===== src/hdl/lpqs_pkg.sv =====
// ----------------------------------------------------------------------------
// lpqs_pkg
// Shared types, constants and the dimming curve for the quarter-scan
// LED panel refresh block.
// ----------------------------------------------------------------------------
package lpqs_pkg;

  localparam int CHAIN_MAX_DEF       = 4;
  localparam int BYTES_PER_PANEL_ROW = 4;
  localparam int ROWS_MAX            = 16;
  localparam int ROW_BYTES_W         = 5;
  localparam int HEIGHT_W            = 5;
  localparam int USED_W              = 9;
  localparam int QUEUE_DEPTH         = 2;
  localparam int QUEUE_PTR_W         = $clog2(QUEUE_DEPTH);
  localparam int QUEUE_CNT_W         = $clog2(QUEUE_DEPTH + 1);

  typedef enum logic [1:0] {
    OP_PIXEL = 2'd0,
    OP_FILL  = 2'd1,
    OP_SWAP  = 2'd2,
    OP_SCAN  = 2'd3
  } lpqs_op_t;

  typedef enum logic [1:0] {
    REG_CHAIN  = 2'd0,
    REG_HEIGHT = 2'd1,
    REG_BRIGHT = 2'd2,
    REG_EN_LOW = 2'd3
  } lpqs_reg_t;

  typedef struct packed {
    lpqs_op_t   op;
    logic       on;
    logic       copy;
    logic       ok;
    logic [3:0] col;
    logic [3:0] row;
    logic [7:0] mask;
  } lpqs_cmd_t;

  typedef struct packed {
    logic [ROW_BYTES_W-1:0] row_bytes;
    logic [HEIGHT_W-1:0]    height;
    logic [USED_W-1:0]      used;
    logic [7:0]             pwm;
  } lpqs_cfg_t;

  localparam logic [7:0] CURVE [256] = '{
    8'd0,   8'd1,   8'd1,   8'd2,   8'd2,   8'd2,   8'd2,   8'd2,   8'd2,   8'd3,
    8'd3,   8'd3,   8'd3,   8'd3,   8'd3,   8'd3,   8'd3,   8'd3,   8'd3,   8'd3,
    8'd3,   8'd3,   8'd3,   8'd4,   8'd4,   8'd4,   8'd4,   8'd4,   8'd4,   8'd4,
    8'd4,   8'd4,   8'd4,   8'd4,   8'd4,   8'd5,   8'd5,   8'd5,   8'd5,   8'd5,
    8'd5,   8'd5,   8'd5,   8'd5,   8'd5,   8'd6,   8'd6,   8'd6,   8'd6,   8'd6,
    8'd6,   8'd6,   8'd6,   8'd7,   8'd7,   8'd7,   8'd7,   8'd7,   8'd7,   8'd7,
    8'd8,   8'd8,   8'd8,   8'd8,   8'd8,   8'd8,   8'd9,   8'd9,   8'd9,   8'd9,
    8'd9,   8'd9,   8'd10,  8'd10,  8'd10,  8'd10,  8'd10,  8'd11,  8'd11,  8'd11,
    8'd11,  8'd11,  8'd12,  8'd12,  8'd12,  8'd12,  8'd12,  8'd13,  8'd13,  8'd13,
    8'd13,  8'd14,  8'd14,  8'd14,  8'd14,  8'd15,  8'd15,  8'd15,  8'd16,  8'd16,
    8'd16,  8'd16,  8'd17,  8'd17,  8'd17,  8'd18,  8'd18,  8'd18,  8'd19,  8'd19,
    8'd19,  8'd20,  8'd20,  8'd20,  8'd21,  8'd21,  8'd22,  8'd22,  8'd22,  8'd23,
    8'd23,  8'd24,  8'd24,  8'd25,  8'd25,  8'd25,  8'd26,  8'd26,  8'd27,  8'd27,
    8'd28,  8'd28,  8'd29,  8'd29,  8'd30,  8'd30,  8'd31,  8'd32,  8'd32,  8'd33,
    8'd33,  8'd34,  8'd35,  8'd35,  8'd36,  8'd36,  8'd37,  8'd38,  8'd38,  8'd39,
    8'd40,  8'd40,  8'd41,  8'd42,  8'd43,  8'd43,  8'd44,  8'd45,  8'd46,  8'd47,
    8'd48,  8'd48,  8'd49,  8'd50,  8'd51,  8'd52,  8'd53,  8'd54,  8'd55,  8'd56,
    8'd57,  8'd58,  8'd59,  8'd60,  8'd61,  8'd62,  8'd63,  8'd64,  8'd65,  8'd66,
    8'd68,  8'd69,  8'd70,  8'd71,  8'd73,  8'd74,  8'd75,  8'd76,  8'd78,  8'd79,
    8'd81,  8'd82,  8'd83,  8'd85,  8'd86,  8'd88,  8'd90,  8'd91,  8'd93,  8'd94,
    8'd96,  8'd98,  8'd99,  8'd101, 8'd103, 8'd105, 8'd107, 8'd109, 8'd110, 8'd112,
    8'd114, 8'd116, 8'd118, 8'd121, 8'd123, 8'd125, 8'd127, 8'd129, 8'd132, 8'd134,
    8'd136, 8'd139, 8'd141, 8'd144, 8'd146, 8'd149, 8'd151, 8'd154, 8'd157, 8'd159,
    8'd162, 8'd165, 8'd168, 8'd171, 8'd174, 8'd177, 8'd180, 8'd183, 8'd186, 8'd190,
    8'd193, 8'd196, 8'd200, 8'd203, 8'd207, 8'd211, 8'd214, 8'd218, 8'd222, 8'd226,
    8'd230, 8'd234, 8'd238, 8'd242, 8'd247, 8'd252
  };

endpackage


===== src/hdl/lpqs_front.sv =====
// ----------------------------------------------------------------------------
// lpqs_front
// Accepts command items, range-checks pixel writes and builds the bit
// mask, then pushes a decoded command into the queue.
// ----------------------------------------------------------------------------
module lpqs_front (
  input  logic               clk,
  input  logic               rst,
  input  lpqs_pkg::lpqs_cfg_t cfg,
  input  logic               clearing,
  input  logic               s_tvalid,
  output logic               s_tready,
  input  logic [15:0]        s_tdata,   // pixel_x[6:0], pixel_y[10:7], pixel_on[11], copy[12]
  input  logic [1:0]         s_tuser,   // cmd[1:0]
  input  logic               q_ready,
  output logic               q_push,
  output lpqs_pkg::lpqs_cmd_t q_data
);
  import lpqs_pkg::*;

  logic [6:0] px;
  logic [3:0] py;
  logic       x_ok;
  logic       y_ok;
  logic       busy;

  assign px = s_tdata[6:0];
  assign py = s_tdata[10:7];

  assign x_ok = {1'b0, px} < {cfg.row_bytes, 3'b000};
  assign y_ok = {1'b0, py} < cfg.height;

  // hold off after reset so the clear pass is seen before accepting
  always_ff @(posedge clk) begin
    if (rst) begin
      busy <= 1'b1;
    end else begin
      busy <= 1'b0;
    end
  end

  assign s_tready = q_ready && !clearing && !busy;
  assign q_push   = s_tvalid && s_tready;

  always_comb begin
    q_data.op   = lpqs_op_t'(s_tuser);
    q_data.on   = s_tdata[11];
    q_data.copy = s_tdata[12];
    q_data.ok   = x_ok && y_ok;
    q_data.col  = px[6:3];
    q_data.row  = py;
    q_data.mask = 8'h80 >> px[2:0];
  end

endmodule


===== config.mk =====
export PLATFORM = sky130hd
export DESIGN_NAME = lpqs_front
export DESIGN_NICKNAME = d
export VERILOG_FILES = /design/src/hdl/lpqs_pkg.sv /design/src/hdl/lpqs_front.sv
export SDC_FILE = /design/constraint.sdc
export NUM_CORES = 1
export LEC_CHECK = 0
export BUFFER_PORTS_ARGS = -buffer_cell sky130_fd_sc_hd__buf_2
export CAP_MARGIN = 10
export CORE_UTILIZATION = 24
export CTS_CLUSTER_DIAMETER = 100
export DETAILED_ROUTE_END_ITERATION = 16
export GPL_ROUTABILITY_DRIVEN = 0
export PLACE_DENSITY = 0.77
export SETUP_SLACK_MARGIN = 0.05
export SLEW_MARGIN = 20
export SYNTH_ARGS = -nofsm -noshare
export SYNTH_HDL_FRONTEND = slang
export SYNTH_SLANG_ARGS = --single-unit

===== constraint.sdc =====
create_clock -name clk -period 1.7 [get_ports clk]
set_input_delay 0.34 -clock clk [delete_from_list [all_inputs] [get_ports clk]]
set_output_delay 0.34 -clock clk [all_outputs]
set_load 0.01 [all_outputs]

==> impl_metrics.csv <==
group,metric,value,unit
timing,fmax,613,MHz
synth,synth_seq_area_share,5.54,%
timing,fin_ws,0.0680,ns
status,status,"complete, no violations",
synth,synth.ff_latch_count,1,
floorplanning,coreArea,0.00135,mm²
floorplanning,num_rows,13,
global_route,grt_max_degree,9,
timing,maxSlewHeadroom,87.7,%
floorplanning,boundaryPins,73,
place,io_buffers,44,
global_route,grt_pass1_wl,1.04,mm
global_route,grt_overflow,0,
timing,min_period,1.63,ns
timing,finalCritPeriodShare,96.0,%
cells_and_area,final_util,44.7,%
synth,yosys.area_share.simple,23.5,%
synth,synth_xor_area_share,0,%
routing,num_vias,422,
routing,drt-initial-drc-count,1,
synth,syn-cell-area,362,µm²
cells_and_area,reg_top3,"busy: 1 flops",
synth,ys_warn_count,0,
place,post-place-ws,-0.0418,ns
routing,drt-total-wl,876,µm
routing,wl_per_cell,9.42,µm
synth,synth_compound_area_share,17.0,%
synth,yosysUniqueCellTypes,16,
place,dpl.hpwl,725,µm
worst_setup_path,crit_path_end_kind,"output pin",
timing,worst_slew_pin_slew,0.184,ns
cells_and_area,nets,136,
routing,viasPerCell,4.54,
cells_and_area,mostFrequentLayoutCell,"buf_2",
cts,hold_buffers,0,
cts,post_cts_buffers,0,
floorplanning,dieArea,0.00167,mm²
global_route,antenna_found_initial,0,
cells_and_area,top_register,"busy",
pwr,power_density,270,mW/mm²
cells_and_area,largest_reg_flops,1,
timing,drv_slew,0,
routing,drtAntennaViolNets,0,
floorplanning,initial_core_util,26.8,%
global_route,first_global_vias,306,
timing,rsz0062_at_grt,"true",
floorplanning,die_x,40.8,µm
synth,syn_area_per_cell,7.86,µm²
cells_and_area,area_growth_syn_to_layout,66.8,%
cells_and_area,final_cell_mix,"38 x buf_2, 6 x buf_6, 4 x inv_1, 4 x nor3b_1, 4 x ha_4",
synth,synth_top_family_by_area,"buffers and inverters",
synth,synth-adder-area-share,20.8,%
synth,synth.mux.area_fraction,0,%
floorplanning,dieHeight,40.8,µm
cells_and_area,antenna_cells,0,
synth,syn_inst,46,
global_route,track_usage,9.27,%
hold_path,hold_path_class,"primary input to flop",
routing,drc_errors,0,
timing,setup_viol,0,
worst_setup_path,cp_max_fo,2,
cts,clk_pin_slew_worst_paths,0,ns
worst_setup_path,critPathKind,"primary input to output pin",
worst_setup_path,startpoint_type,"primary input",
cells_and_area,drive_above_1_share,70.5,%
pwr,power_leakage,0.341,nW
routing,first_pass_iters,2,
job,max_cap_viol_count,0,
worst_setup_path,cp.required,1.36,ns
synth,synth_nets,102,
worst_setup_path,arrival,1.29,ns
timing,finalHoldViolations,0,
pwr,peakVddDrop,0.000130,V
[path summary, 6_finish.rpt]
check	slack, ns	start	cells past startpoint	endpoint
worst max-delay path	0.07	s_tdata[8]	6	q_data[16]
worst min-delay path	0.44	rst	1	busy$_DFF_P_
[power by group]
| part | leakage, nW | switching (W) | total [W] | internal [W] |
|---|---|---|---|---|
| logic | 0.333 | 0.0000611 | 0.000137 | 0.0000762 |
| clock network | 0 | 0 | 0 | 0 |
| registers | 0.00844 | 0.000000375 | 0.0000256 | 0.0000252 |
| total | 0.341 | 0.0000615 | 0.000163 | 0.000101 |
[worst max-delay path, stage by stage]
cell and delay, ns:
buf_6 0.10, ha_4 0.22, a211oi_2 0.18, o22ai_1 0.11, a221oi_2 0.17, buf_2 0.17
[synthesized netlist by cell type (all sizes together)]
master / number / share of area [%]
a211oi: 2 / 6.9
a221oi: 1 / 4.2
and2: 1 / 1.7
and3: 1 / 1.7
and3b: 2 / 4.8
buf: 12 / 25
dfxtp: 1 / 5.5
ha: 6 / 21
inv: 8 / 8.3
nand2: 1 / 1.0
nand2b: 2 / 3.5
nor2: 1 / 1.0
nor3: 1 / 1.4
nor3b: 4 / 8.3
o211ai: 2 / 4.2
o22ai: 1 / 1.7
[metrics by stage]
| stage | std cells | power, W | area [µm²] | setup TNS, ns | hold WS [ns] |
|---|---|---|---|---|---|
| after floorplan | 46 | 0.000102 | 362 | 0 | 0.368 |
| after global placement | 93 | 0.000135 | 510 | -0.00349 | 0.443 |
| after detailed placement | 93 | 0.000140 | 510 | -0.0418 | 0.444 |
| after CTS | 93 | 0.000157 | 576 | 0 | 0.444 |
| after global routing | 93 | 0.000179 | 603 | 0 | 0.445 |
| final | 93 | 0.000163 | 603 | 0 | 0.443 |
[final cells by class]
type,instances,area [µm²]
multi-input cells,25,272
flip-flops and latches,1,20.0
inverters,8,35.0
well taps,15,18.8
repair buffers,44,258
fillers,136,747
[cells by family (layout without fill, tap and decap cells)]
kind of cell | Yosys count | in the layout
adder cells (fa/ha/maj) | 6 | 6
AO/OA/AOI/OAI | 6 | 6
flip-flops | 1 | 1
AND/OR/NAND/NOR | 13 | 13
buffers and inverters | 20 | 52
[metal layers]
metal / track usage (%) / vias up / routed length [µm]
met1: 3.22 / 176 / 266
met3: 0 / 0 / 118
met5: 0 / - / 0
met4: 0.833 / 0 / 0
met2: 28.1 / 36 / 491
li1: - / 210 / -
[what timing repair did]
| item | CTS | global route |
|---|---|---|
| endpoints found under the setup margin | 1 | 1 |
| pin swaps | 7 | 7 |
| resized for setup | 10 | 7 |
No activity file was read; power rests on OpenSTA's default activity.
