===== config.mk =====
export PLATFORM = sky130hd
export DESIGN_NAME = lpqs_queue
export DESIGN_NICKNAME = d
export VERILOG_FILES = /design/src/hdl/lpqs_pkg.sv /design/src/hdl/lpqs_queue.sv
export SDC_FILE = /design/constraint.sdc
export NUM_CORES = 1
export LEC_CHECK = 0
export BUFFER_PORTS_ARGS = -buffer_cell sky130_fd_sc_hd__buf_2
export CAP_MARGIN = 15
export CORE_MARGIN = 2
export CORE_UTILIZATION = 40
export DETAILED_ROUTE_END_ITERATION = 8
export GPL_TIMING_DRIVEN = 0
export HOLD_SLACK_MARGIN = 0.06
export SLEW_MARGIN = 5
export SYNTH_ARGS = -nofsm -noshare
export SYNTH_HDL_FRONTEND = slang
export SYNTH_SLANG_ARGS = --single-unit

===== constraint.sdc =====
create_clock -name clk -period 3.61 [get_ports clk]
set_input_delay 0.722 -clock clk [delete_from_list [all_inputs] [get_ports clk]]
set_output_delay 0.722 -clock clk [all_outputs]
set_load 0.02 [all_outputs]

===== src/hdl/lpqs_pkg.sv =====
// ----------------------------------------------------------------------------
// lpqs_pkg
// Shared types, constants and the dimming curve for the quarter-scan
// LED panel refresh block.
// ----------------------------------------------------------------------------
package lpqs_pkg;

  localparam int CHAIN_MAX_DEF       = 4;
  localparam int BYTES_PER_PANEL_ROW = 4;
  localparam int ROWS_MAX            = 16;
  localparam int ROW_BYTES_W         = 5;
  localparam int HEIGHT_W            = 5;
  localparam int USED_W              = 9;
  localparam int QUEUE_DEPTH         = 2;
  localparam int QUEUE_PTR_W         = $clog2(QUEUE_DEPTH);
  localparam int QUEUE_CNT_W         = $clog2(QUEUE_DEPTH + 1);

  typedef enum logic [1:0] {
    OP_PIXEL = 2'd0,
    OP_FILL  = 2'd1,
    OP_SWAP  = 2'd2,
    OP_SCAN  = 2'd3
  } lpqs_op_t;

  typedef enum logic [1:0] {
    REG_CHAIN  = 2'd0,
    REG_HEIGHT = 2'd1,
    REG_BRIGHT = 2'd2,
    REG_EN_LOW = 2'd3
  } lpqs_reg_t;

  typedef struct packed {
    lpqs_op_t   op;
    logic       on;
    logic       copy;
    logic       ok;
    logic [3:0] col;
    logic [3:0] row;
    logic [7:0] mask;
  } lpqs_cmd_t;

  typedef struct packed {
    logic [ROW_BYTES_W-1:0] row_bytes;
    logic [HEIGHT_W-1:0]    height;
    logic [USED_W-1:0]      used;
    logic [7:0]             pwm;
  } lpqs_cfg_t;

  localparam logic [7:0] CURVE [256] = '{
    8'd0,   8'd1,   8'd1,   8'd2,   8'd2,   8'd2,   8'd2,   8'd2,   8'd2,   8'd3,
    8'd3,   8'd3,   8'd3,   8'd3,   8'd3,   8'd3,   8'd3,   8'd3,   8'd3,   8'd3,
    8'd3,   8'd3,   8'd3,   8'd4,   8'd4,   8'd4,   8'd4,   8'd4,   8'd4,   8'd4,
    8'd4,   8'd4,   8'd4,   8'd4,   8'd4,   8'd5,   8'd5,   8'd5,   8'd5,   8'd5,
    8'd5,   8'd5,   8'd5,   8'd5,   8'd5,   8'd6,   8'd6,   8'd6,   8'd6,   8'd6,
    8'd6,   8'd6,   8'd6,   8'd7,   8'd7,   8'd7,   8'd7,   8'd7,   8'd7,   8'd7,
    8'd8,   8'd8,   8'd8,   8'd8,   8'd8,   8'd8,   8'd9,   8'd9,   8'd9,   8'd9,
    8'd9,   8'd9,   8'd10,  8'd10,  8'd10,  8'd10,  8'd10,  8'd11,  8'd11,  8'd11,
    8'd11,  8'd11,  8'd12,  8'd12,  8'd12,  8'd12,  8'd12,  8'd13,  8'd13,  8'd13,
    8'd13,  8'd14,  8'd14,  8'd14,  8'd14,  8'd15,  8'd15,  8'd15,  8'd16,  8'd16,
    8'd16,  8'd16,  8'd17,  8'd17,  8'd17,  8'd18,  8'd18,  8'd18,  8'd19,  8'd19,
    8'd19,  8'd20,  8'd20,  8'd20,  8'd21,  8'd21,  8'd22,  8'd22,  8'd22,  8'd23,
    8'd23,  8'd24,  8'd24,  8'd25,  8'd25,  8'd25,  8'd26,  8'd26,  8'd27,  8'd27,
    8'd28,  8'd28,  8'd29,  8'd29,  8'd30,  8'd30,  8'd31,  8'd32,  8'd32,  8'd33,
    8'd33,  8'd34,  8'd35,  8'd35,  8'd36,  8'd36,  8'd37,  8'd38,  8'd38,  8'd39,
    8'd40,  8'd40,  8'd41,  8'd42,  8'd43,  8'd43,  8'd44,  8'd45,  8'd46,  8'd47,
    8'd48,  8'd48,  8'd49,  8'd50,  8'd51,  8'd52,  8'd53,  8'd54,  8'd55,  8'd56,
    8'd57,  8'd58,  8'd59,  8'd60,  8'd61,  8'd62,  8'd63,  8'd64,  8'd65,  8'd66,
    8'd68,  8'd69,  8'd70,  8'd71,  8'd73,  8'd74,  8'd75,  8'd76,  8'd78,  8'd79,
    8'd81,  8'd82,  8'd83,  8'd85,  8'd86,  8'd88,  8'd90,  8'd91,  8'd93,  8'd94,
    8'd96,  8'd98,  8'd99,  8'd101, 8'd103, 8'd105, 8'd107, 8'd109, 8'd110, 8'd112,
    8'd114, 8'd116, 8'd118, 8'd121, 8'd123, 8'd125, 8'd127, 8'd129, 8'd132, 8'd134,
    8'd136, 8'd139, 8'd141, 8'd144, 8'd146, 8'd149, 8'd151, 8'd154, 8'd157, 8'd159,
    8'd162, 8'd165, 8'd168, 8'd171, 8'd174, 8'd177, 8'd180, 8'd183, 8'd186, 8'd190,
    8'd193, 8'd196, 8'd200, 8'd203, 8'd207, 8'd211, 8'd214, 8'd218, 8'd222, 8'd226,
    8'd230, 8'd234, 8'd238, 8'd242, 8'd247, 8'd252
  };

endpackage


===== src/hdl/lpqs_queue.sv =====
// ----------------------------------------------------------------------------
// lpqs_queue
// Short command queue between the decode front and the execution engine.
// ----------------------------------------------------------------------------
module lpqs_queue (
  input  logic               clk,
  input  logic               rst,
  input  logic               push,
  input  lpqs_pkg::lpqs_cmd_t push_data,
  output logic               ready,
  output logic               valid,
  output lpqs_pkg::lpqs_cmd_t data,
  input  logic               pop
);
  import lpqs_pkg::*;

  lpqs_cmd_t              entry [QUEUE_DEPTH];
  logic [QUEUE_PTR_W-1:0] wr_ptr;
  logic [QUEUE_PTR_W-1:0] rd_ptr;
  logic [QUEUE_CNT_W-1:0] count;
  logic                   do_push;
  logic                   do_pop;

  assign ready   = count != QUEUE_CNT_W'(QUEUE_DEPTH);
  assign valid   = count != '0;
  assign data    = entry[rd_ptr];
  assign do_push = push && ready;
  assign do_pop  = pop && valid;

  always_ff @(posedge clk) begin
    if (do_push) begin
      entry[wr_ptr] <= push_data;
    end
  end

  always_ff @(posedge clk) begin
    if (rst) begin
      wr_ptr <= '0;
      rd_ptr <= '0;
      count  <= '0;
    end else begin
      if (do_push) begin
        wr_ptr <= (wr_ptr == QUEUE_PTR_W'(QUEUE_DEPTH - 1)) ? '0 : wr_ptr + 1'b1;
      end
      if (do_pop) begin
        rd_ptr <= (rd_ptr == QUEUE_PTR_W'(QUEUE_DEPTH - 1)) ? '0 : rd_ptr + 1'b1;
      end
      if (do_push && !do_pop) begin
        count <= count + 1'b1;
      end else if (do_pop && !do_push) begin
        count <= count - 1'b1;
      end
    end
  end

endmodule


==> impl_metrics.ini, run 1 <==
[clock_tree]
cts_resized = 0
cts.sinks = 47
root_buffer = clkbuf_8
cts-buffers-inserted = 5
path_clk_slew_ns = 0.08
htree_levels = 2
clock_path_buffers = 2
cts_setup_buffers = 0
holdBufCountCts = 0
clk_latency_ns = 0.29
cts_tree = yes

[hold_path]
min_path_type = flip-flop to flip-flop
hold_depth = 2
min_from = rd_ptr$_SDFFE_PP0P_
min_to = rd_ptr$_SDFFE_PP0P_

[setup_path]
r2r_setup_slack_ns = 1.77
timing.rr.start = count[0]$_SDFFE_PP0P_
end_kind = primary output
critical_path_class = flip-flop to primary output
crit_fanout = 10
critPathArrivalTime_ns = 1.46
crit_path_start_kind = flip-flop
r2r-end = entry[1][5]$_DFFE_PP_
reg2reg_depth = 2
worstPathRequired_ns = 2.89

[logic_synthesis]
async_flop_share_pct = 0
synth-xor-area-share_pct = 1.518
syn-cell-area_sq_um = 1730
ys.flop_type = edfxtp_1
synth_mux_area_share_pct = 13.67
syn_nets = 115
yosys_warnings = 0
ys_seq_area_share_pct = 78.67
synth_top_family_by_area = multiplexers
synth_cell_types = 17
yosys.area_share.adder_pct = 0.7231
synth_edf_count = 42
synth_cells = 89
syn_area_per_cell_sq_um = 19.44
synth-simple-area-share_pct = 2.892
synth-compound-area-share_pct = 1.735
ys_ff_latch = 47

[floorplan]
die_h_um = 69.77
initial_core_util_pct = 42.35
row_count = 23
fp.coreArea_sq_um = 4086
die_area_sq_um = 4868
io_pins = 48
chipWidth_um = 69.77

[final_layout]
layout.nets = 169
n_antenna_cell = 0
utilization_pct = 52.24
final_layout_size_suffix_gt1_share_pct = 54.17
syn2layout_area_growth_pct = 23.36

[drt]
drtIter0Drc = 57
wire_per_inst_um = 15.07
ant_nets = 0
top_layer_used = met4
drt_first_pass_iters = 4
met1_length_mm = 1.029
drt-total-wl_mm = 2.924
wl_met3_um = 131
route.vias.total = 936
dr_wl_met2_mm = 1.715
viasPerCell = 4.825
drc = 0

[sta]
fmax_mhz = 458.8
setup-tns-final_ns = 0
grt_setup_unrepaired = no
worstMarginPinSlew_ns = 0.9851
relSlewSlack_pct = 34.33
layout_worst_path_cycle_share_pct = 60.38
drv_slew = 0
period_needed_ns = 2.180
timing.final.hold_violations = 0
fin_worst_skew_ns = 0.007320
setup_violations = 0

[placement]
dp_hpwl_mm = 2.028
gp_congestion = 0.7072
portBuffers = 47

[global_routing]
grt_pass1_vias = 1050
grt_first_pass_wirelength_mm = 4.719
gr-usage-all-layers_pct = 12.82
overflow = 0
grt_max_degree = 22
antenna_found_initial = 0

[run_status]
status = complete, no violations

[run]
maxCapViolations = 0

[power_and_ir_drop]
leakagePower_nw = 0.8182
power_per_cell_area_nw_per_um2 = 715.9
peakVddDrop_v = 0.0004703
-- critical path: stages (launching register included) --
cell and delay (ns):
dfxtp_1 0.35, buf_2 0.27, mux2_2 0.38, buf_2 0.16
-- logic make-up (layout without fill, tap and decap cells) --
family | Yosys count | count (layout)
flip-flops | 47 | 47
multiplexers | 21 | 21
AND/OR/NAND/NOR | 9 | 9
AO/OA/AOI/OAI | 5 | 5
XOR/XNOR | 3 | 3
buffers and inverters | 3 | 58
adder cells (fa/ha/maj) | 1 | 1
-- per-stage QoR --
stage	total power, mW	setup slack, ns	area [sq um]	hold slack (ns)	cells
final	1.528	1.430	2135	0.5156	194
after global routing	1.601	1.330	2135	0.5427	194
after CTS	1.548	1.400	2135	0.5279	194
after detailed placement	1.184	1.516	2028	0.5106	186
after global placement	1.164	1.529	2028	0.4833	186
after floorplan	1.036	1.917	1730	0.4705	89
-- per-layer routing --
metal,vias to the layer above,track usage (%)
met5,-,0
met4,0,6.410
met3,4,3.924
met2,20,24.44
met1,466,12.14
li1,446,-
-- layout make-up --
class | count | area [sq um]
fillers | 371 | 1952
flip-flops and latches | 47 | 1361
multi-input cells | 39 | 355.3
repair buffers | 47 | 235.2
clock buffers | 7 | 76.32
well taps | 50 | 62.56
clock inverters | 1 | 30.03
plain buffers | 2 | 10.01
inverters | 1 | 3.754
-- how the worst max path moves through the flow --
stage                                     start                endpoint  slack, ns  depth (start not counted)
after global placement                     push  entry[1][12]$_DFFE_PP_       1.53                          2
after global routing                  flip-flop                 data[1]       1.33                          3
after floorplan           count[0]$_SDFFE_PP0P_   entry[1][0]$_DFFE_PP_       1.92                          2
after detailed placement                   push  entry[1][12]$_DFFE_PP_       1.52                          2
after CTS                             flip-flop                 data[1]       1.40                          3
final                                 flip-flop                 data[6]       1.43                          3
-- flip-flops by register name (all words and copies together), names as in the netlist, named ones only --
| signal | cells |
|---|---|
| rd_ptr | 1 |
| entry | 42 |
| wr_ptr | 1 |
| count | 2 |
-- Yosys cell counts, drive strengths merged, types with 2 or more instances --
| cell type | n | area (sq um) |
|---|---|---|
| buf | 2 | 10.01 |
| mux2 | 21 | 236.5 |
| o21ai | 2 | 10.01 |
| xor2 | 3 | 26.28 |
| a21oi | 2 | 10.01 |
| nor2 | 3 | 11.26 |
| dfxtp | 5 | 100.1 |
| edfxtp | 42 | 1261 |
-- layout by cell type (no fill, tap or decap) --
master     instances
dfxtp_1            5
xor2_1             3
clkbuf_8           5
ha_1               1
and2_1             1
mux2_2            21
a21bo_2            1
a21oi_1            2
inv_1              1
nand3b_1           1
clkbuf_1           2
and3_1             1
nand2b_1           1
or3_1              1
o21ai_0            2
buf_2             49
or2_2              1
nor2_1             3
bufinv_16          1
edfxtp_1          42
-- power by group --
part / leakage [nW] / switching, mW / internal [mW]
Combinational: 0.332 / 0.265 / 0.183
Clock: 0.0524 / 0.160 / 0.207
Sequential: 0.434 / 0.0290 / 0.684
Note: power is estimated with default switching activity, not from simulation.
==> run 2: changes to the inputs <==
- PLACE_DENSITY: not set -> 0.66
- clock period: 3.61 -> 1.8 ns (I/O delays scaled with it)
==> run 2 against run 1 <==
Flip-flop and latch count stayed put. Critical path depth stayed put. Clock skew hardly changed. First-iteration DRC count is 1.8% lower. Utilization is 0.15 points higher. Sequential power is 99% higher. Register-to-register slack worse by 1.6 ns. Die area stayed put. Sequential share of layout area is 0.19 points lower. Cell count is 0.52% lower. Highest routed layer unchanged.
==> impl_metrics.ini, run 2 (synthesis results as in run 1) <==
[sta]
fin_worst_skew_ns = 0.006911
timing.final.hold_violations = 0
layout_worst_path_cycle_share_pct = 95.72
worstMarginPinSlew_ns = 0.5209
setup-tns-final_ns = 0
setup_violations = 0
relSlewSlack_pct = 65.27
timing.hold.ws_ns = 0.2561
period_needed_ns = 1.723
fmax_mhz = 580.4
grt_setup_unrepaired = yes
drv_slew = 0

[placement]
gp_congestion = 0.7141
dp_hpwl_mm = 1.945
portBuffers = 47
dp_cells = 186

[clock_tree]
cts-buffers-inserted = 5
htree_levels = 2
cts_tree = yes
path_clk_slew_ns = 0.08
cts.sinks = 47
clk_latency_ns = 0.29
root_buffer = clkbuf_8
holdBufCountCts = 0
clock_path_buffers = 2

[run_status]
status = complete, no violations

[floorplan]
fp.coreArea_sq_um = 4086
initial_core_util_pct = 42.35
chipWidth_um = 69.77
die_area_sq_um = 4868
io_pins = 48
die_h_um = 69.77
row_count = 23

[final_layout]
layout_commonest_cell = buf_2
utilization_pct = 52.39
reg_top3 = entry: 42 flops, count: 2 flops
register_area_sq_um = 1361
largest_register_ffs = 42
layout_common_cells = buf_2, edfxtp_1, mux2_2
n_antenna_cell = 0
stdcell_count = 193
top_register = entry
final_layout_size_suffix_gt1_share_pct = 55.94
layout.nets = 169
syn2layout_area_growth_pct = 23.72
multi_input_area_sq_um = 356.6
n_fill_cell = 359

[setup_path]
critical_path_class = flip-flop to primary output
end_kind = primary output
crit_path_start_kind = flip-flop
crit_family = buffers and inverters
cpPeakStageDelay_ns = 0.36
timing.rr.start = count[0]$_SDFFE_PP0P_
critPathArrivalTime_ns = 1.36
slowest_stage = dfxtp_1
worstPathRequired_ns = 1.44
r2r-end = count[1]$_SDFFE_PP0P_
path_buf_inv = 2
worstPathCellList = buf_4, mux2_2, buf_2
crit_fanout = 10
reg2reg_depth = 5
r2r_setup_slack_ns = 0.14

[drt]
drt_first_pass_iters = 4
drt-total-wl_mm = 2.840
drc = 0
wire_per_inst_um = 14.72
viasPerCell = 4.834
drtIter0Drc = 56
ant_nets = 0
route.vias.total = 933

[hold_path]
min_from = push_data[9]
hold_depth = 1
min_path_type = primary input to flip-flop
min_to = entry[0][9]$_DFFE_PP_

[power_and_ir_drop]
totalPowerFinal_mw = 3.056
peakVddDrop_v = 0.0007490
power_per_cell_area_nw_per_um2 = 1428
leakagePower_nw = 0.8101

[global_routing]
gr-usage-all-layers_pct = 12.24
grt_first_pass_wirelength_mm = 4.360
overflow = 0
grt_max_degree = 22
grt_pass1_vias = 981
antenna_found_initial = 0

[run]
maxCapViolations = 0
==> run 2: metrics by stage <==
step	instance area (sq um)	setup slack, ns
after floorplan	1730	0.1074
after global routing	2141	-0.01449
final	2141	0.07703
after global placement	2028	-0.01884
after detailed placement	2028	-0.09845
after CTS	2136	-0.02884
==> run 2: worst max path at each step <==
stage	startpoint	to	slack (ns)	cells after the start
global placement	count[0]$_SDFFE_PP0P_	entry[1][19]$_DFFE_PP_	-0.02	2
finish	flip-flop	data[2]	0.08	3
floorplan	count[0]$_SDFFE_PP0P_	entry[1][0]$_DFFE_PP_	0.11	2
detailed placement	count[0]$_SDFFE_PP0P_	entry[1][17]$_DFFE_PP_	-0.1	2
CTS	flip-flop	data[13]	-0.03	3
global route	flip-flop	data[2]	-0.01	3
==> run 2: layer usage <==
metal	GRT usage, %	vias up	part of all wire [%]
li1	-	443	-
met1	12.46	455	39
met2	21.59	30	53
met3	5.087	5	6.2
met4	5.769	0	1.9
met5	0	-	0
==> run 2: power by group <==
group          total, mW  internal (mW)  switching [mW]
clock              0.713          0.407           0.306
sequential          1.42           1.37          0.0545
combinational      0.919          0.380           0.538
==> run 2: repair_timing <==
item,in CTS,in global routing
endpoints found under the setup margin,62,20
setup buffers,0,0
pin swaps,0,0
gates resized for setup,2,4
==> run 2: final cells by class <==
class / count / area share [%]
flip-flops and latches: 47 / 63.59
multi-input cells: 39 / 16.66
repair buffers: 47 / 10.99
clock buffers: 6 / 3.390
well taps: 50 / 2.922
clock inverters: 1 / 1.403
plain buffers: 2 / 0.7013
inverters: 1 / 0.3507
