===== src/hdl/lpqs_pkg.sv =====
// ----------------------------------------------------------------------------
// lpqs_pkg
// Shared types, constants and the dimming curve for the quarter-scan
// LED panel refresh block.
// ----------------------------------------------------------------------------
package lpqs_pkg;

  localparam int CHAIN_MAX_DEF       = 4;
  localparam int BYTES_PER_PANEL_ROW = 4;
  localparam int ROWS_MAX            = 16;
  localparam int ROW_BYTES_W         = 5;
  localparam int HEIGHT_W            = 5;
  localparam int USED_W              = 9;
  localparam int QUEUE_DEPTH         = 2;
  localparam int QUEUE_PTR_W         = $clog2(QUEUE_DEPTH);
  localparam int QUEUE_CNT_W         = $clog2(QUEUE_DEPTH + 1);

  typedef enum logic [1:0] {
    OP_PIXEL = 2'd0,
    OP_FILL  = 2'd1,
    OP_SWAP  = 2'd2,
    OP_SCAN  = 2'd3
  } lpqs_op_t;

  typedef enum logic [1:0] {
    REG_CHAIN  = 2'd0,
    REG_HEIGHT = 2'd1,
    REG_BRIGHT = 2'd2,
    REG_EN_LOW = 2'd3
  } lpqs_reg_t;

  typedef struct packed {
    lpqs_op_t   op;
    logic       on;
    logic       copy;
    logic       ok;
    logic [3:0] col;
    logic [3:0] row;
    logic [7:0] mask;
  } lpqs_cmd_t;

  typedef struct packed {
    logic [ROW_BYTES_W-1:0] row_bytes;
    logic [HEIGHT_W-1:0]    height;
    logic [USED_W-1:0]      used;
    logic [7:0]             pwm;
  } lpqs_cfg_t;

  localparam logic [7:0] CURVE [256] = '{
    8'd0,   8'd1,   8'd1,   8'd2,   8'd2,   8'd2,   8'd2,   8'd2,   8'd2,   8'd3,
    8'd3,   8'd3,   8'd3,   8'd3,   8'd3,   8'd3,   8'd3,   8'd3,   8'd3,   8'd3,
    8'd3,   8'd3,   8'd3,   8'd4,   8'd4,   8'd4,   8'd4,   8'd4,   8'd4,   8'd4,
    8'd4,   8'd4,   8'd4,   8'd4,   8'd4,   8'd5,   8'd5,   8'd5,   8'd5,   8'd5,
    8'd5,   8'd5,   8'd5,   8'd5,   8'd5,   8'd6,   8'd6,   8'd6,   8'd6,   8'd6,
    8'd6,   8'd6,   8'd6,   8'd7,   8'd7,   8'd7,   8'd7,   8'd7,   8'd7,   8'd7,
    8'd8,   8'd8,   8'd8,   8'd8,   8'd8,   8'd8,   8'd9,   8'd9,   8'd9,   8'd9,
    8'd9,   8'd9,   8'd10,  8'd10,  8'd10,  8'd10,  8'd10,  8'd11,  8'd11,  8'd11,
    8'd11,  8'd11,  8'd12,  8'd12,  8'd12,  8'd12,  8'd12,  8'd13,  8'd13,  8'd13,
    8'd13,  8'd14,  8'd14,  8'd14,  8'd14,  8'd15,  8'd15,  8'd15,  8'd16,  8'd16,
    8'd16,  8'd16,  8'd17,  8'd17,  8'd17,  8'd18,  8'd18,  8'd18,  8'd19,  8'd19,
    8'd19,  8'd20,  8'd20,  8'd20,  8'd21,  8'd21,  8'd22,  8'd22,  8'd22,  8'd23,
    8'd23,  8'd24,  8'd24,  8'd25,  8'd25,  8'd25,  8'd26,  8'd26,  8'd27,  8'd27,
    8'd28,  8'd28,  8'd29,  8'd29,  8'd30,  8'd30,  8'd31,  8'd32,  8'd32,  8'd33,
    8'd33,  8'd34,  8'd35,  8'd35,  8'd36,  8'd36,  8'd37,  8'd38,  8'd38,  8'd39,
    8'd40,  8'd40,  8'd41,  8'd42,  8'd43,  8'd43,  8'd44,  8'd45,  8'd46,  8'd47,
    8'd48,  8'd48,  8'd49,  8'd50,  8'd51,  8'd52,  8'd53,  8'd54,  8'd55,  8'd56,
    8'd57,  8'd58,  8'd59,  8'd60,  8'd61,  8'd62,  8'd63,  8'd64,  8'd65,  8'd66,
    8'd68,  8'd69,  8'd70,  8'd71,  8'd73,  8'd74,  8'd75,  8'd76,  8'd78,  8'd79,
    8'd81,  8'd82,  8'd83,  8'd85,  8'd86,  8'd88,  8'd90,  8'd91,  8'd93,  8'd94,
    8'd96,  8'd98,  8'd99,  8'd101, 8'd103, 8'd105, 8'd107, 8'd109, 8'd110, 8'd112,
    8'd114, 8'd116, 8'd118, 8'd121, 8'd123, 8'd125, 8'd127, 8'd129, 8'd132, 8'd134,
    8'd136, 8'd139, 8'd141, 8'd144, 8'd146, 8'd149, 8'd151, 8'd154, 8'd157, 8'd159,
    8'd162, 8'd165, 8'd168, 8'd171, 8'd174, 8'd177, 8'd180, 8'd183, 8'd186, 8'd190,
    8'd193, 8'd196, 8'd200, 8'd203, 8'd207, 8'd211, 8'd214, 8'd218, 8'd222, 8'd226,
    8'd230, 8'd234, 8'd238, 8'd242, 8'd247, 8'd252
  };

endpackage


===== src/hdl/lpqs_engine.sv =====
// ----------------------------------------------------------------------------
// lpqs_engine
// Holds both frame stores and runs the commands: clear pass, pixel
// read-modify-write, fill, swap with optional copy, and the scan of one row.
// ----------------------------------------------------------------------------
module lpqs_engine (
  input  logic               clk,
  input  logic               rst,
  input  lpqs_pkg::lpqs_cfg_t cfg,
  input  logic               q_valid,
  input  lpqs_pkg::lpqs_cmd_t q_data,
  output logic               q_pop,
  output logic               clearing,
  output logic               out_valid,
  input  logic               out_ready,
  output logic [1:0]         out_row,
  output logic [31:0]        out_word,
  output logic               out_last,
  output logic [7:0]         out_pwm
);
  import lpqs_pkg::*;

  localparam int STORE_DEPTH = CHAIN_MAX_DEF * BYTES_PER_PANEL_ROW * ROWS_MAX;
  localparam int ADDR_W      = $clog2(STORE_DEPTH);
  localparam int CW          = (ADDR_W > USED_W) ? ADDR_W : USED_W;

  typedef enum logic [3:0] {
    ST_CLEAR,
    ST_IDLE,
    ST_PIX_WR,
    ST_FILL,
    ST_COPY,
    ST_COPY_END,
    ST_SCAN_RD,
    ST_SCAN_FIN,
    ST_SCAN_OUT
  } state_t;

  state_t                 state;
  logic [7:0]             mem_a [STORE_DEPTH];
  logic [7:0]             mem_b [STORE_DEPTH];
  logic [7:0]             rd_a;
  logic [7:0]             rd_b;
  logic [ADDR_W-1:0]      cnt;
  logic [ADDR_W-1:0]      pix_addr;
  logic [ADDR_W-1:0]      cp_addr;
  logic                   front_is_b;
  logic [1:0]             scan_row;
  logic [ROW_BYTES_W-1:0] byte_i;
  logic [1:0]             kk;
  logic                   pend;
  logic                   pend_ok;
  logic [31:0]            word;
  logic                   cur_on;
  logic [7:0]             cur_mask;

  logic [7:0]             front_rd;
  logic [7:0]             back_rd;
  logic [7:0]             scan_byte;
  logic [31:0]            word_full;
  logic [ADDR_W-1:0]      q_addr;
  logic [ADDR_W-1:0]      scan_addr;
  logic [3:0]             scan_line;
  logic                   scan_ok;
  logic [ADDR_W-1:0]      rd_addr;
  logic [ADDR_W-1:0]      wr_addr;
  logic [7:0]             wr_data;
  logic                   we_back;
  logic                   we_both;
  logic                   we_a;
  logic                   we_b;
  logic                   cnt_last;
  logic                   clear_last;
  logic                   word_last;
  logic                   out_free;

  assign front_rd  = front_is_b ? rd_b : rd_a;
  assign back_rd   = front_is_b ? rd_a : rd_b;
  assign scan_byte = pend_ok ? ~front_rd : 8'hFF;
  assign word_full = {word[23:0], scan_byte};

  assign q_addr = ADDR_W'(USED_W'(q_data.row) * USED_W'(cfg.row_bytes)
                          + USED_W'(q_data.col));
  assign scan_line = {kk, scan_row};
  assign scan_ok   = {1'b0, scan_line} < cfg.height;
  assign scan_addr = ADDR_W'(USED_W'(scan_line) * USED_W'(cfg.row_bytes)
                             + USED_W'(byte_i));

  assign cnt_last   = CW'(cnt) == CW'(cfg.used - USED_W'(1));
  assign clear_last = cnt == ADDR_W'(STORE_DEPTH - 1);
  assign word_last  = byte_i == cfg.row_bytes - ROW_BYTES_W'(1);
  assign out_free   = !out_valid || out_ready;

  assign q_pop    = (state == ST_IDLE) && q_valid;
  assign clearing = state == ST_CLEAR;

  always_comb begin
    case (state)
      ST_COPY:    rd_addr = cnt;
      ST_SCAN_RD: rd_addr = scan_addr;
      default:    rd_addr = q_addr;
    endcase
  end

  always_comb begin
    we_back = 1'b0;
    we_both = 1'b0;
    wr_addr = cnt;
    wr_data = 8'h00;
    case (state)
      ST_CLEAR: begin
        we_both = 1'b1;
      end
      ST_PIX_WR: begin
        we_back = 1'b1;
        wr_addr = pix_addr;
        wr_data = cur_on ? (back_rd | cur_mask) : (back_rd & ~cur_mask);
      end
      ST_FILL: begin
        we_back = 1'b1;
        wr_data = {8{cur_on}};
      end
      ST_COPY, ST_COPY_END: begin
        we_back = pend;
        wr_addr = cp_addr;
        wr_data = front_rd;
      end
      default: begin
        we_back = 1'b0;
      end
    endcase
  end

  assign we_a = we_both || (we_back && front_is_b);
  assign we_b = we_both || (we_back && !front_is_b);

  always_ff @(posedge clk) begin
    if (we_a) begin
      mem_a[wr_addr] <= wr_data;
    end
    rd_a <= mem_a[rd_addr];
  end

  always_ff @(posedge clk) begin
    if (we_b) begin
      mem_b[wr_addr] <= wr_data;
    end
    rd_b <= mem_b[rd_addr];
  end

  always_ff @(posedge clk) begin
    if (rst) begin
      state      <= ST_CLEAR;
      cnt        <= '0;
      front_is_b <= 1'b0;
      scan_row   <= 2'd0;
      out_valid  <= 1'b0;
      pend       <= 1'b0;
    end else begin
      if (out_valid && out_ready && state != ST_SCAN_FIN && state != ST_SCAN_OUT) begin
        out_valid <= 1'b0;
      end
      case (state)
        ST_CLEAR: begin
          if (clear_last) begin
            cnt   <= '0;
            state <= ST_IDLE;
          end else begin
            cnt <= cnt + 1'b1;
          end
        end
        ST_IDLE: begin
          if (q_valid) begin
            cur_on <= q_data.on;
            cnt    <= '0;
            pend   <= 1'b0;
            case (q_data.op)
              OP_PIXEL: begin
                pix_addr <= q_addr;
                cur_mask <= q_data.mask;
                if (q_data.ok) begin
                  state <= ST_PIX_WR;
                end
              end
              OP_FILL: begin
                if (cfg.used != '0) begin
                  state <= ST_FILL;
                end
              end
              OP_SWAP: begin
                front_is_b <= !front_is_b;
                if (q_data.copy && cfg.used != '0) begin
                  state <= ST_COPY;
                end
              end
              OP_SCAN: begin
                kk     <= 2'd3;
                byte_i <= '0;
                state  <= ST_SCAN_RD;
              end
              default: begin
                state <= ST_IDLE;
              end
            endcase
          end
        end
        ST_PIX_WR: begin
          state <= ST_IDLE;
        end
        ST_FILL: begin
          cnt <= cnt + 1'b1;
          if (cnt_last) begin
            state <= ST_IDLE;
          end
        end
        ST_COPY: begin
          pend    <= 1'b1;
          cp_addr <= cnt;
          cnt     <= cnt + 1'b1;
          if (cnt_last) begin
            state <= ST_COPY_END;
          end
        end
        ST_COPY_END: begin
          pend  <= 1'b0;
          state <= ST_IDLE;
        end
        ST_SCAN_RD: begin
          if (pend) begin
            word <= word_full;
          end
          pend    <= 1'b1;
          pend_ok <= scan_ok;
          kk      <= kk - 2'd1;
          if (kk == 2'd0) begin
            state <= ST_SCAN_FIN;
          end
        end
        ST_SCAN_FIN, ST_SCAN_OUT: begin
          pend <= 1'b0;
          if (state == ST_SCAN_FIN) begin
            word <= word_full;
          end
          if (out_free) begin
            out_valid <= 1'b1;
            out_row   <= scan_row;
            out_word  <= (state == ST_SCAN_FIN) ? word_full : word;
            out_last  <= word_last;
            out_pwm   <= cfg.pwm;
            if (word_last) begin
              scan_row <= scan_row + 2'd1;
              state    <= ST_IDLE;
            end else begin
              byte_i <= byte_i + 1'b1;
              kk     <= 2'd3;
              state  <= ST_SCAN_RD;
            end
          end else begin
            state <= ST_SCAN_OUT;
          end
        end
        default: begin
          state <= ST_IDLE;
        end
      endcase
    end
  end

  a_both_only_clear: assert property (@(posedge clk) disable iff (rst)
    (we_a && we_b) |-> clearing)
    else $error("both stores written outside the clear pass");

  a_swap_on_pop: assert property (@(posedge clk) disable iff (rst)
    !q_pop |=> front_is_b == $past(front_is_b))
    else $error("front store changed without a command");

  a_row_on_word: assert property (@(posedge clk) disable iff (rst)
    (state != ST_SCAN_FIN && state != ST_SCAN_OUT) |=> scan_row == $past(scan_row))
    else $error("scan row advanced outside a word handoff");

  a_wait_full: assert property (@(posedge clk) disable iff (rst)
    (state == ST_SCAN_OUT) |-> out_valid)
    else $error("word held back while the output register is empty");

endmodule


===== config.mk =====
export PLATFORM = sky130hd
export DESIGN_NAME = lpqs_engine
export DESIGN_NICKNAME = d
export VERILOG_FILES = /design/src/hdl/lpqs_pkg.sv /design/src/hdl/lpqs_engine.sv
export SDC_FILE = /design/constraint.sdc
export NUM_CORES = 2
export LEC_CHECK = 0
export BUFFER_PORTS_ARGS = -buffer_cell sky130_fd_sc_hd__buf_4
export CORE_ASPECT_RATIO = 1.1
export CORE_MARGIN = 2
export CORE_UTILIZATION = 60
export CTS_CLUSTER_DIAMETER = 200
export DETAILED_ROUTE_END_ITERATION = 8
export PLACE_DENSITY_LB_ADDON = 0.12
export SLEW_MARGIN = 0
export SYNTH_ARGS = -nofsm -noshare
export SYNTH_HDL_FRONTEND = slang
export SYNTH_SLANG_ARGS = --single-unit

===== constraint.sdc =====
create_clock -name clk -period 32 [get_ports clk]
set_input_delay 3.2 -clock clk [delete_from_list [all_inputs] [get_ports clk]]
set_output_delay 3.2 -clock clk [all_outputs]
set_load 0.01 [all_outputs]

==> results.json <==
{
  "crit_path_start": "cfg[22]",
  "vdd_drop_max_uv": 153,
  "power_leakage_uw": 0.0609,
  "drc": 0,
  "cts_buffers": 411,
  "cp_num_buf_inv": 6,
  "rsz0062_at_grt": "false",
  "syn_nets": 11600,
  "cts.sinks": 4237,
  "nets": 11500,
  "setup_tns_ns": 0,
  "dp_hpwl_microns": 257000,
  "syn_to_final_growth_pct": 10.4,
  "cts_hold_buf": 0,
  "via_per_inst": 6.53,
  "worstPathMaxFanout": 144,
  "clock_latency_ns": 0.94,
  "postCtsResizedCells": 0,
  "yosysUniqueCellTypes": 59,
  "synth_edf_count": 4204,
  "synth_most_common_cell": "edfxtp_1",
  "drtAntennaViolNets": 0,
  "avgSynthCellArea_sq_um": 14.6,
  "max_slew.worst_pin.slew_ns": 1.34,
  "crit_arrival_ns": 10.62,
  "synthTopCellsByCount": "4204 x edfxtp_1, 2447 x nand2_1, 979 x nand3_1",
  "drt_wl_total_microns": 449000,
  "dp.cells": 14600,
  "critical_path.top_delay_family": "buffers and inverters",
  "fillers": 19000,
  "synth_area_sq_um": 168000,
  "ys_seq_area_share_pct": 75.7,
  "synth.largest_area_cell": "edfxtp_1",
  "postCtsSetupBuffers": 0,
  "start_kind": "input port",
  "firstDrtPassIters": 6,
  "grt_first_pass_wirelength_microns": 655000,
  "grt_overflow": 0,
  "crit_type": "in2reg",
  "clk_path_buf_depth": 4,
  "timing.final.crit_period_ns": 9.78,
  "setup_viol": 0,
  "crit_path_top_delay_cell": "buf_4",
  "vias": 101000,
  "cap_violations": 0,
  "skew_ns": 0.0551,
  "yosys-top-cells-area": "edfxtp_1 75%, nand2_1 5.5%, mux4_2 3.3%",
  "slew_headroom_pct": 10.3,
  "pin_count": 98,
  "grt_max_degree": 204,
  "synth_top_area_share_pct": 75.3,
  "gp_congestion": 0.868,
  "period_share_pct": 30.6,
  "ys_seq_elements": 4237,
  "crit_top_cell": "buf_4",
  "grt_pass1_vias": 97800,
  "hold_viol": 0,
  "p_per_area_nw_per_um2": 98.7,
  "report.final.slew_viol_count": 0,
  "ys_warn_count": 0,
  "drive_gt1_share_pct": 10.2,
  "clockRootBuffer": "clkbuf_16",
  "synth_cells": 11500,
  "cp_data_required_time_ns": 32.83,
  "worstSetupEndpointType": "register",
  "min_path_type": "reg2reg",
  "fp.dieArea_sq_um": 284000,
  "die_h_microns": 558,
  "first_iter_violations": 13900,
  "cts_tree": "yes",
  "placement.io_buffers": 97,
  "status": "finished, final reports clean",
  "fmax_mhz": 102,
  "wire_per_inst_microns": 29.2,
  "clkTransAtPathRegs_ns": 0.06,
  "die_w_microns": 508,
  "path_cells": "buf_4, and2_1, ha_1, ha_1, ha_1, inv_1, mux2i_4, buf_12, buf_4, buf_4, buf_4, mux2i_1, a221oi_1, a21oi_1, nand3_1, nand4_1, mux2i_1, mux2_2",
  "antenna_found_initial": 27,
  "cpPeakStageDelay_ns": 0.94,
  "min-delay-start": "word[26]$_DFFE_PP_",
  "fin_util_pct": 66.6,
  "gr-usage-all-layers_pct": 31.4,
  "coreArea_sq_um": 278000,
  "h-tree-depth": 5,
  "rows": 203,
  "synth_flop_cell": "edfxtp_1",
  "r2r_start": "state[2]$_SDFFE_PP0P_",
  "start_util_pct": 60.3,
  "synthArstFlopShare_pct": 0,
  "stdcell_count": 15400
}
## stage by stage
stage          area, sq um  hold WS (ns)  setup slack, ns  power [uW]
6_report            185000         0.564            22.22       18300
5_1_grt             185000         0.587            21.95       18800
4_1_cts             185000         0.568            22.42       18200
3_5_place_dp        172000         0.554            21.48       13300
3_3_place_gp        172000         0.554            21.57       13200
2_1_floorplan       168000         0.406             7.11       11800
## final cells by class
cell class	count	area, sq um	area share [%]
inverters	45	169	0.0912
well taps	3690	4620	2.49
repair buffers	260	2140	1.16
clock buffers	497	10700	5.79
diodes	11	27.5	0.0149
flip-flops and latches	4237	127000	68.5
multi-input cells	6416	37700	20.4
clock inverters	259	2840	1.53
## logic make-up (layout without fill, tap and decap cells)
kind of cell	Yosys count	after routing	share of synthesized area, %
other	0	11	0
AOI/OAI and AO/OA	1162	1162	4.37
DFF	4237	4237	75.7
buffers and inverters	833	1061	2.11
adders and majority gates	58	58	0.509
and+or+nand+nor	4552	4552	11.6
xor gates and xnor gates	44	44	0.230
muxes	600	600	5.47
## cells in the final DEF (no fill, tap or decap), types with 80 or more instances in the layout
cell	netlist	routed
a31oi_1	260	260
clkinv_1	0	85
edfxtp_1	4204	4204
nand2_1	2447	2431
a221oi_1	257	257
mux4_2	248	248
clkbuf_16	0	416
a21oi_1	546	545
clkbuf_1	433	80
nand4_1	386	386
buf_4	22	245
nand3_1	979	978
nor2_1	650	648
mux2i_1	308	306
## worst paths after layout
path | endpoint | slack [ns] | cells after the start
max reg2reg | rd_b[1]$_DFF_P_ | 23.98 | 14
min | out_word[26]$_DFFE_PP_ | 0.56 | 1
max | rd_a[2]$_DFF_P_ | 22.22 | 18
min reg2reg | out_word[26]$_DFFE_PP_ | 0.56 | 1
## report_power, final
part	leakage, uW	internal [uW]	switching, uW
Combinational	0.0154	1380	4790
Sequential	0.0389	7140	65.7
Clock	0.00657	2830	2070
## flip-flops by register name, summed over array words and instances (netlist names), 4 cells and up
signal	flops
cur_mask	8
out_pwm	8
cnt	8
rd_b	8
word	32
mem_a	2048
pix_addr	8
state	4
cp_addr	8
byte_i	5
mem_b	2048
out_word	32
rd_a	8
## per-layer routing
metal  track usage (%)  wire, microns  vias up
li1                  -              -    43200
met1              43.4         170000    50700
met2              49.3         211000     5707
met3              5.77          45500      971
met4              14.2          22400       22
met5                 0            176        -
Power figures use the tool's default switching activity.
